$ cat config.mk
export PLATFORM = sky130hd
export DESIGN_NAME = gpio_controller_regs_unit
export DESIGN_NICKNAME = d
export VERILOG_FILES = /design/src/hdl/gcr_pkg.sv /design/src/hdl/gpio_controller_regs_unit.sv /design/src/hdl/gcr_read_mux.sv /design/src/hdl/gcr_state.sv /design/src/hdl/gcr_output_map.sv
export SDC_FILE = /design/constraint.sdc
export NUM_CORES = 2
export LEC_CHECK = 0
export ABC_AREA = 1
export ABC_CLOCK_PERIOD_IN_PS = 14900
export BUFFER_PORTS_ARGS = -buffer_cell sky130_fd_sc_hd__buf_2
export CORE_ASPECT_RATIO = 0.7
export CORE_UTILIZATION = 40
export DETAILED_ROUTE_END_ITERATION = 8
export GPL_TIMING_DRIVEN = 0
export HOLD_SLACK_MARGIN = 0.06
export SYNTH_ARGS = -nofsm -noshare
export SYNTH_HDL_FRONTEND = slang
export SYNTH_HIERARCHICAL = 1
export SYNTH_SLANG_ARGS = --single-unit
$ cat constraint.sdc
create_clock -name clk -period 14.9 [get_ports clk]
set_input_delay 2.98 -clock clk [delete_from_list [all_inputs] [get_ports clk]]
set_output_delay 2.98 -clock clk [all_outputs]
set_load 0.02 [all_outputs]
$ cat src/hdl/gcr_pkg.sv
// Package for the GPIO controller register block: payload structs, state struct,
// register word map, request and pull codes, and the bank helper functions.
// No dependencies.
package gcr_pkg;

	localparam int NUM_PINS = 54;
	localparam int FSEL_PER_WORD = 10;
	localparam int FSEL_WORDS = 7;

	typedef logic [NUM_PINS-1:0] pins_t;

	typedef enum logic [1:0] {
		REQ_TICK  = 2'd0,
		REQ_READ  = 2'd1,
		REQ_WRITE = 2'd2
	} req_kind_t;

	typedef enum logic [1:0] {
		PULL_NONE = 2'd0,
		PULL_DOWN = 2'd1,
		PULL_UP   = 2'd2
	} pull_code_t;

	localparam logic [2:0] FSEL_OUTPUT = 3'b001;

	localparam logic [5:0] W_FSEL_LAST = 6'd6;
	localparam logic [5:0] W_SET0      = 6'd7;
	localparam logic [5:0] W_SET1      = 6'd8;
	localparam logic [5:0] W_CLR0      = 6'd10;
	localparam logic [5:0] W_CLR1      = 6'd11;
	localparam logic [5:0] W_LEV0      = 6'd13;
	localparam logic [5:0] W_LEV1      = 6'd14;
	localparam logic [5:0] W_EDS0      = 6'd16;
	localparam logic [5:0] W_EDS1      = 6'd17;
	localparam logic [5:0] W_REN0      = 6'd19;
	localparam logic [5:0] W_REN1      = 6'd20;
	localparam logic [5:0] W_FEN0      = 6'd22;
	localparam logic [5:0] W_FEN1      = 6'd23;
	localparam logic [5:0] W_HEN0      = 6'd25;
	localparam logic [5:0] W_HEN1      = 6'd26;
	localparam logic [5:0] W_LEN0      = 6'd28;
	localparam logic [5:0] W_LEN1      = 6'd29;
	localparam logic [5:0] W_PUD       = 6'd37;
	localparam logic [5:0] W_PUDCLK0   = 6'd38;
	localparam logic [5:0] W_PUDCLK1   = 6'd39;

	typedef struct packed {
		logic [1:0]  req_type;
		logic [5:0]  reg_word;
		logic [31:0] write_data;
		pins_t       pad_in;
	} req_item_t;

	typedef struct packed {
		logic [31:0] read_data;
		pins_t       pad_out;
		pins_t       pad_drive_enable;
		pins_t       pad_pull_up;
		pins_t       pad_pull_down;
		logic        irq;
	} rsp_item_t;

	typedef struct packed {
		logic [3*NUM_PINS-1:0] fsel;
		pins_t                 latch;
		pins_t                 eds;
		pins_t                 ren;
		pins_t                 fen;
		pins_t                 hen;
		pins_t                 len;
		pins_t                 prev;
		logic [1:0]            pud;
		logic [2*NUM_PINS-1:0] pull;
	} gcr_state_t;

	function automatic pins_t bank_bits(input logic [31:0] d, input logic b);
		logic [63:0] t;
		t = b ? {d, 32'h0} : {32'h0, d};
		return t[NUM_PINS-1:0];
	endfunction

	function automatic logic [31:0] bank_read(input pins_t r, input logic b);
		logic [63:0] t;
		t = 64'(r);
		return b ? t[63:32] : t[31:0];
	endfunction

	function automatic pins_t bank_replace(input pins_t r, input logic [31:0] d,
			input logic b);
		pins_t m;
		m = bank_bits(32'hFFFF_FFFF, b);
		return (r & ~m) | bank_bits(d, b);
	endfunction

endpackage

$ cat src/hdl/gpio_controller_regs_unit.sv
// GPIO controller register block, top level: input register, state update,
// result register and handshake. Depends on gcr_pkg, gcr_state,
// gcr_read_mux and gcr_output_map.
//
// Request channel (req_valid, req_stall, req): one beat per clock tick of the
// pads, carrying pad levels and an optional bus read or write at a word offset.
// Response channel (rsp_valid, rsp_stall, rsp): exactly one beat per request,
// in order: read word (zero unless a read of a readable word), the output
// latch, drive enables, pull-up and pull-down outputs, and irq.
// The request is loaded into the input register at acceptance; once the result
// register is free, an edge runs the single-pass state update and loads the
// result register, which raises rsp_valid. Throughput is one beat per cycle
// while the response side is not stalled; the state registers are updated
// once per beat as it moves into the result register.
// A stalled response holds in the result register; one further request is
// taken into the input register, after which req_stall is raised until the
// response side moves again. Reset clears all GPIO state to zero (all pins
// inputs, no pull, no events) and empties both stages.
module gpio_controller_regs_unit (
	input  logic               clk,
	input  logic               arst_n,
	input  logic               req_valid,
	output logic               req_stall,
	input  gcr_pkg::req_item_t req,
	output logic               rsp_valid,
	input  logic               rsp_stall,
	output gcr_pkg::rsp_item_t rsp
);

	logic                valid_s1;
	gcr_pkg::req_item_t  req_s1;
	logic                valid_s2;
	gcr_pkg::rsp_item_t  rsp_s2;
	logic                s2_free;
	logic                fire;
	gcr_pkg::gcr_state_t st;
	gcr_pkg::gcr_state_t nxt;
	logic [31:0]         rd;
	gcr_pkg::rsp_item_t  result;
	gcr_pkg::pins_t      drive;
	gcr_pkg::pins_t      pull_up;
	gcr_pkg::pins_t      pull_down;
	logic                irq;

	assign s2_free   = !valid_s2 || !rsp_stall;
	assign fire      = valid_s1 && s2_free;
	assign req_stall = valid_s1 && !s2_free;

	always_ff @(posedge clk or negedge arst_n) begin
		if (!arst_n) begin
			valid_s1 <= 1'b0;
		end else if (!req_stall) begin
			valid_s1 <= req_valid;
		end
	end

	always_ff @(posedge clk) begin
		if (req_valid && !req_stall) begin
			req_s1 <= req;
		end
	end

	gcr_state u_state (
		.clk    (clk),
		.arst_n (arst_n),
		.fire   (fire),
		.req    (req_s1),
		.st     (st),
		.nxt    (nxt)
	);

	gcr_read_mux u_read_mux (
		.st   (st),
		.word (req_s1.reg_word),
		.pads (req_s1.pad_in),
		.rd   (rd)
	);

	gcr_output_map u_output_map (
		.st        (nxt),
		.drive     (drive),
		.pull_up   (pull_up),
		.pull_down (pull_down),
		.irq       (irq)
	);

	always_comb begin
		result.read_data        = (req_s1.req_type == gcr_pkg::REQ_READ) ? rd : 32'h0;
		result.pad_out          = nxt.latch;
		result.pad_drive_enable = drive;
		result.pad_pull_up      = pull_up;
		result.pad_pull_down    = pull_down;
		result.irq              = irq;
	end

	always_ff @(posedge clk or negedge arst_n) begin
		if (!arst_n) begin
			valid_s2 <= 1'b0;
		end else if (s2_free) begin
			valid_s2 <= valid_s1;
		end
	end

	always_ff @(posedge clk) begin
		if (fire) begin
			rsp_s2 <= result;
		end
	end

	assign rsp_valid = valid_s2;
	assign rsp       = rsp_s2;

endmodule

$ cat src/hdl/gcr_read_mux.sv
// Register read multiplexer: selects the bus read word from the current state
// and the beat's pad levels. Depends on gcr_pkg.
module gcr_read_mux (
	input  gcr_pkg::gcr_state_t st,
	input  logic [5:0]          word,
	input  gcr_pkg::pins_t      pads,
	output logic [31:0]         rd
);

	logic [31:0] fw [gcr_pkg::FSEL_WORDS];

	always_comb begin
		for (int w = 0; w < gcr_pkg::FSEL_WORDS; w++) begin
			fw[w] = '0;
			for (int k = 0; k < gcr_pkg::FSEL_PER_WORD; k++) begin
				if (w * gcr_pkg::FSEL_PER_WORD + k < gcr_pkg::NUM_PINS) begin
					fw[w][3*k +: 3] = st.fsel[3*(w*gcr_pkg::FSEL_PER_WORD + k) +: 3];
				end
			end
		end
	end

	always_comb begin
		rd = '0;
		if (word <= gcr_pkg::W_FSEL_LAST) begin
			rd = fw[word[2:0]];
		end else begin
			unique case (word)
				gcr_pkg::W_LEV0:  rd = gcr_pkg::bank_read(pads, 1'b0);
				gcr_pkg::W_LEV1:  rd = gcr_pkg::bank_read(pads, 1'b1);
				gcr_pkg::W_EDS0:  rd = gcr_pkg::bank_read(st.eds, 1'b0);
				gcr_pkg::W_EDS1:  rd = gcr_pkg::bank_read(st.eds, 1'b1);
				gcr_pkg::W_REN0:  rd = gcr_pkg::bank_read(st.ren, 1'b0);
				gcr_pkg::W_REN1:  rd = gcr_pkg::bank_read(st.ren, 1'b1);
				gcr_pkg::W_FEN0:  rd = gcr_pkg::bank_read(st.fen, 1'b0);
				gcr_pkg::W_FEN1:  rd = gcr_pkg::bank_read(st.fen, 1'b1);
				gcr_pkg::W_HEN0:  rd = gcr_pkg::bank_read(st.hen, 1'b0);
				gcr_pkg::W_HEN1:  rd = gcr_pkg::bank_read(st.hen, 1'b1);
				gcr_pkg::W_LEN0:  rd = gcr_pkg::bank_read(st.len, 1'b0);
				gcr_pkg::W_LEN1:  rd = gcr_pkg::bank_read(st.len, 1'b1);
				gcr_pkg::W_PUD:   rd = {30'h0, st.pud};
				default:          rd = '0;
			endcase
		end
	end

endmodule

$ cat src/hdl/gcr_state.sv
// Register state of the GPIO block: bus write decode, event detection and
// the state update taken once per beat. Depends on gcr_pkg.
module gcr_state (
	input  logic                clk,
	input  logic                arst_n,
	input  logic                fire,
	input  gcr_pkg::req_item_t  req,
	output gcr_pkg::gcr_state_t st,
	output gcr_pkg::gcr_state_t nxt
);

	gcr_pkg::gcr_state_t st_q;
	gcr_pkg::pins_t      ev;
	gcr_pkg::pins_t      pads;
	gcr_pkg::pins_t      clk_bits;
	logic [31:0]         d;

	assign pads = req.pad_in;
	assign d    = req.write_data;

	assign ev = (pads & ~st_q.prev & st_q.ren) | (~pads & st_q.prev & st_q.fen)
		| (pads & st_q.hen) | (~pads & st_q.len);

	assign clk_bits = gcr_pkg::bank_bits(d, req.reg_word == gcr_pkg::W_PUDCLK1);

	always_comb begin
		nxt = st_q;
		if (req.req_type == gcr_pkg::REQ_WRITE) begin
			if (req.reg_word <= gcr_pkg::W_FSEL_LAST) begin
				for (int w = 0; w < gcr_pkg::FSEL_WORDS; w++) begin
					for (int k = 0; k < gcr_pkg::FSEL_PER_WORD; k++) begin
						if (w * gcr_pkg::FSEL_PER_WORD + k < gcr_pkg::NUM_PINS &&
								req.reg_word[2:0] == 3'(w)) begin
							nxt.fsel[3*(w*gcr_pkg::FSEL_PER_WORD + k) +: 3] = d[3*k +: 3];
						end
					end
				end
			end else begin
				unique case (req.reg_word)
					gcr_pkg::W_SET0: nxt.latch = st_q.latch | gcr_pkg::bank_bits(d, 1'b0);
					gcr_pkg::W_SET1: nxt.latch = st_q.latch | gcr_pkg::bank_bits(d, 1'b1);
					gcr_pkg::W_CLR0: nxt.latch = st_q.latch & ~gcr_pkg::bank_bits(d, 1'b0);
					gcr_pkg::W_CLR1: nxt.latch = st_q.latch & ~gcr_pkg::bank_bits(d, 1'b1);
					gcr_pkg::W_EDS0: nxt.eds = st_q.eds & ~gcr_pkg::bank_bits(d, 1'b0);
					gcr_pkg::W_EDS1: nxt.eds = st_q.eds & ~gcr_pkg::bank_bits(d, 1'b1);
					gcr_pkg::W_REN0: nxt.ren = gcr_pkg::bank_replace(st_q.ren, d, 1'b0);
					gcr_pkg::W_REN1: nxt.ren = gcr_pkg::bank_replace(st_q.ren, d, 1'b1);
					gcr_pkg::W_FEN0: nxt.fen = gcr_pkg::bank_replace(st_q.fen, d, 1'b0);
					gcr_pkg::W_FEN1: nxt.fen = gcr_pkg::bank_replace(st_q.fen, d, 1'b1);
					gcr_pkg::W_HEN0: nxt.hen = gcr_pkg::bank_replace(st_q.hen, d, 1'b0);
					gcr_pkg::W_HEN1: nxt.hen = gcr_pkg::bank_replace(st_q.hen, d, 1'b1);
					gcr_pkg::W_LEN0: nxt.len = gcr_pkg::bank_replace(st_q.len, d, 1'b0);
					gcr_pkg::W_LEN1: nxt.len = gcr_pkg::bank_replace(st_q.len, d, 1'b1);
					gcr_pkg::W_PUD:  nxt.pud = d[1:0];
					gcr_pkg::W_PUDCLK0, gcr_pkg::W_PUDCLK1: begin
						for (int p = 0; p < gcr_pkg::NUM_PINS; p++) begin
							if (clk_bits[p]) begin
								nxt.pull[2*p +: 2] = st_q.pud;
							end
						end
					end
					default: ;
				endcase
			end
		end
		// a new event beats a write-1 clear in the same beat
		nxt.eds  = nxt.eds | ev;
		nxt.prev = pads;
	end

	always_ff @(posedge clk or negedge arst_n) begin
		if (!arst_n) begin
			st_q <= '0;
		end else if (fire) begin
			st_q <= nxt;
		end
	end

	assign st = st_q;

endmodule

$ cat src/hdl/gcr_output_map.sv
// Pad output mapping: drive enables from function selects and pull outputs
// from the per-pin pull settings of the updated state. Depends on gcr_pkg.
module gcr_output_map (
	input  gcr_pkg::gcr_state_t st,
	output gcr_pkg::pins_t      drive,
	output gcr_pkg::pins_t      pull_up,
	output gcr_pkg::pins_t      pull_down,
	output logic                irq
);

	always_comb begin
		for (int p = 0; p < gcr_pkg::NUM_PINS; p++) begin
			drive[p]     = st.fsel[3*p +: 3] == gcr_pkg::FSEL_OUTPUT;
			pull_up[p]   = st.pull[2*p +: 2] == gcr_pkg::PULL_UP;
			pull_down[p] = st.pull[2*p +: 2] == gcr_pkg::PULL_DOWN;
		end
	end

	assign irq = |st.eds;

endmodule

# == Word level (Yosys, flattened, before mapping) ==
# Cells that the tools add are included.
# classes
n_lt_le_gt_ge,2
n_eq_ne,188
muxes,126
n_bitwise,30
reduce_logical,20
# op_table
cell,n
AND 54 bit,10
case mux 54 bit (2 select lines),5
2-to-1 mux 486 bit,1
case mux 32 bit (13 select lines),1
2-to-1 mux 108 bit,3
2-to-1 mux 324 bit,1
OR 54 x 32 -> 54 bit,5
OR 54 bit,5
OR 32 x 54 -> 54 bit,4
case mux 54 bit (4 select lines),1
"== test 3 x 1 -> 1 bit, second input constant",55
2-to-1 mux 162 bit,1
2-to-1 mux 3 bit,54
inverter 54 bit,3
"== test 2 x 1 -> 1 bit, second input constant",55
"== test 2 bit, second input constant",55
2-to-1 mux 2 bit,54
binary-select mux 32 bit (select 3 bit),1
2-to-1 mux 32 bit,3
"== test 6 x 5 -> 1 bit, second input constant",10
2-to-1 mux 54 bit,1
inverter 32 -> 54 bit,1
OR reduction 54 bit,1
"== test 6 x 4 -> 1 bit, second input constant",5
other kinds (15),31
# totals
reg_bits,995
in_bits,98
out_inout_bits,251
wordCells,388

# == Logic depth before layout (Yosys ltp) ==
# depth
ltp_word,8
mapped_depth,17
mapped_depth_nobuf,15

# == Hierarchy ==
# Netlist, hierarchy kept.
# modules_own_cells
module,instances,cells_each,area_each_um2,seq_area_each_um2
gcr_state,1,5324,36168.4,16265.6
gpio_controller_regs_unit,1,424,10749.1,10349.9
gcr_read_mux,1,1027,4505.6,0.0
gcr_output_map,1,321,1412.6,0.0

# == Least setup slack after synthesis ==
# Ideal clock, no wire load.
# synth_timing
kind,in2reg
from,input port rsp_stall
to,"register u_state.st_q, in the netlist u_state/st[483]"
setup_ns,0.118
arrival_time_ns,16.971
required_ns,14.782
setup_slack_ns,-2.189
cell_stages,8
n_path_buf,4
path_cell_list,a21oi_1 > inv_1 > clkbuf_1 > clkbuf_1 > clkbuf_1 > clkbuf_1 > nand2_1 > nand2_1
# synth_via
elab_chain_len,3
# synth_rtl
item,line,text
from (decl),gpio_controller_regs_unit.sv:26,"input logic rsp_stall,"
zero test 1 bit,gpio_controller_regs_unit.sv:45,assign s2_free = !valid_s2 || !rsp_stall;
logical OR 1 bit,gpio_controller_regs_unit.sv:45,
logical AND 1 bit,gpio_controller_regs_unit.sv:46,assign fire = valid_s1 && s2_free;
to (signal assigned),gcr_state.sv:75,st_q <= nxt;
to (decl),gcr_state.sv:12,gcr_pkg::gcr_state_t st_q;
# Every way passes these cells.
# A chain may end at the register's enable or synchronous reset.

# == Final worst setup path ==
# layout_timing
from,input port rsp_stall
to,"register u_state.st_q, in the netlist u_state/st[433]"
# layout_via
elab_chain_len,3
# layout_rtl
item,line,text
zero test 1 bit,gpio_controller_regs_unit.sv:45,
logical OR 1 bit,gpio_controller_regs_unit.sv:45,
logical AND 1 bit,gpio_controller_regs_unit.sv:46,
via fire,gpio_controller_regs_unit.sv:35,logic fire;
# The timed path passes the listed nets, and every way through them passes these cells.

==> metrics <==
classification of the worst-slack hold path=flip-flop to flip-flop; Critical Path Source=rsp_stall; path type of the worst setup path=input pin to flip-flop; Slew Viols, Final=11; number of endpoints failing setup at the final stage=0; TritonCTS clock tree=yes; Fmax achieved=152 MHz; via count normalized by instance count=5.57; Global Route Usage Sum=0.349; row count=110; antenna-violating nets left=0; largest net degree at the start of global routing=102; initial antenna violation count=11; Yosys warning total=6; count of instances resized after the clock tree is built=0; power per cell area=137 nW/um2; drc violations=0; final cycle utilization of the critical path=0.441; register-to-register path setup slack=9630 ps; data arrival time at the worst-slack endpoint=7240 ps; violations in the final reports=capacitance limit, slew limit; setup clock skew after layout=28.3 ps; total wire length after detailed routing=235000 um; largest buffer count on any clock path=3; Die Outline Area=132000 um2; post-layout minimum cycle time=6570 ps; starting density of the core=0.404; share of layout cells above drive strength 1=0.0971; synthesized area divided by synthesized cell count=7.49 um2; overall via count from detail_route=51600; most frequent standard cell in the layout excluding fill and tap cells=nand2_1; max_cap viols=1; Total Nets Final=7526; placeable core region=129000 um2; number of buffers added to fix hold violations after cts=0; tightest hold margin=475 ps; clock root cell=clkbuf_16; destination of the critical timing path=u_state/st[433]$_DFFE_PN0P_; RSZ-0062 raised after global routing=false; post-CTS setup buffer count=0; Reg-to-Reg End=rsp[0]$_DFFE_PP_; Pleak=29.0 nW; Remaining Overflow, GRT=0; crit end category=flip-flop; number of filler instances in the final layout=13000; Max Fanout on Critical Path=10; number of nets in the synthesized netlist=7053; number of top-level design ports=349; maximum level of the CTS H-tree=3; cts bufs inserted=105; clock insertion delay at the later pin of the skew report=750 ps; global-route wire length before repair=330000 um; data required time of the critical path=15570 ps; RD Place Congestion=1.06; post-synthesis cell count=6955; worst slew slack as a fraction of its limit=-0.0493; count of routing violations after the opening detailed-route iteration=7653; cell area after synthesis=52100 um2; status=complete, but fails checks; commonest cells after routing, fill and taps aside=nand2_1, inv_1, dfrtp_1; Die Width=433 um; maximum resistive drop on vdd=87.8 uV; number of sinks driven by the clock tree=995; post-CTS clock slew at the launch and capture registers of the worst setup and hold paths=70 ps; number of detailed-route iterations in the first pass=7; Setup TNS Final=0 ps; number of cells on the worst reg-to-reg path=12; vertical extent of the die=304 um; beginning of the worst register-to-register path=req_s1[62]$_DFFE_PP_; via count of the first global-routing pass=46100; transition time at the pin with the least slew margin=1570 ps; average routed wire per standard cell=25.3 um; area grow syn2layout=15.3%; Worst Setup Start Kind=input pin; Final Hold Vio Count=0; sum of net half-perimeters after detailed placement=180000 um; count of buffers inserted at the top-level ports=348
## critical path, cell delays in order
cell and delay [ps]:
buf_2 130, a21oi_4 370, buf_16 220, clkbuf_1 730, clkbuf_1 870, clkbuf_1 510
buf_1 1060, nand2_1 200, nand2_1 130
## state kept, by name, summed over array words and instances (netlist names)
name,count
u_state/st,650
valid_s1,1
rsp_valid,1
rsp,249
req_s1,94
## routing by layer
metal,GRT usage,up-vias,share of wire
met5,0.00255,-,0.00031
met4,0.110,8,0.033
met3,0.105,378,0.14
met2,0.467,3250,0.39
met1,0.531,24900,0.43
li1,-,23100,-
## per-stage QoR
stage | instance area [um2] | setup WS [ps] | total power [mW] | util | cells
finish | 60100 | 8330 | 8.22 | 0.466 | 9259
global route | 60100 | 8400 | 8.57 | 0.466 | 9256
CTS | 60100 | 8460 | 8.20 | 0.466 | 9256
detailed placement | 56500 | 7830 | 5.40 | 0.438 | 9057
global placement | 56000 | -4760 | 5.37 | 0.435 | 9039
floorplan | 52100 | 3610 | 4.67 | - | 6955
## power by group
part	switching (mW)	internal (mW)
combinational	1.26	0.512
clock	1.20	1.59
sequential	0.348	3.30
## area by class of cell
type                    instances  area, um2  share of cell area
diodes                          3       7.51            0.000125
plain buffers                 379       1610              0.0268
clock buffers                 143       2990              0.0497
clock inverters                56        588             0.00979
inverters                     682       2560              0.0427
multi-input cells            4899      21300               0.355
flip-flops and latches        995      26600               0.443
well taps                    1736       2170              0.0362
repair buffers                366       2190              0.0364
## worst min-delay path by stage
stage                                            from                     endpoint  cells past startpoint
after detailed placement  u_state/st[455]$_DFFE_PN0P_  u_state/st[455]$_DFFE_PN0P_                      2
final                     u_state/st[451]$_DFFE_PN0P_  u_state/st[451]$_DFFE_PN0P_                      2
after global placement    u_state/st[441]$_DFFE_PN0P_  u_state/st[441]$_DFFE_PN0P_                      2
after global routing       u_state/st[56]$_DFFE_PN0P_   u_state/st[56]$_DFFE_PN0P_                      2
after floorplan           u_state/st[452]$_DFFE_PN0P_  u_state/st[452]$_DFFE_PN0P_                      2
after CTS                 u_state/st[447]$_DFFE_PN0P_  u_state/st[447]$_DFFE_PN0P_                      2
Power figures use the tool's default switching activity.
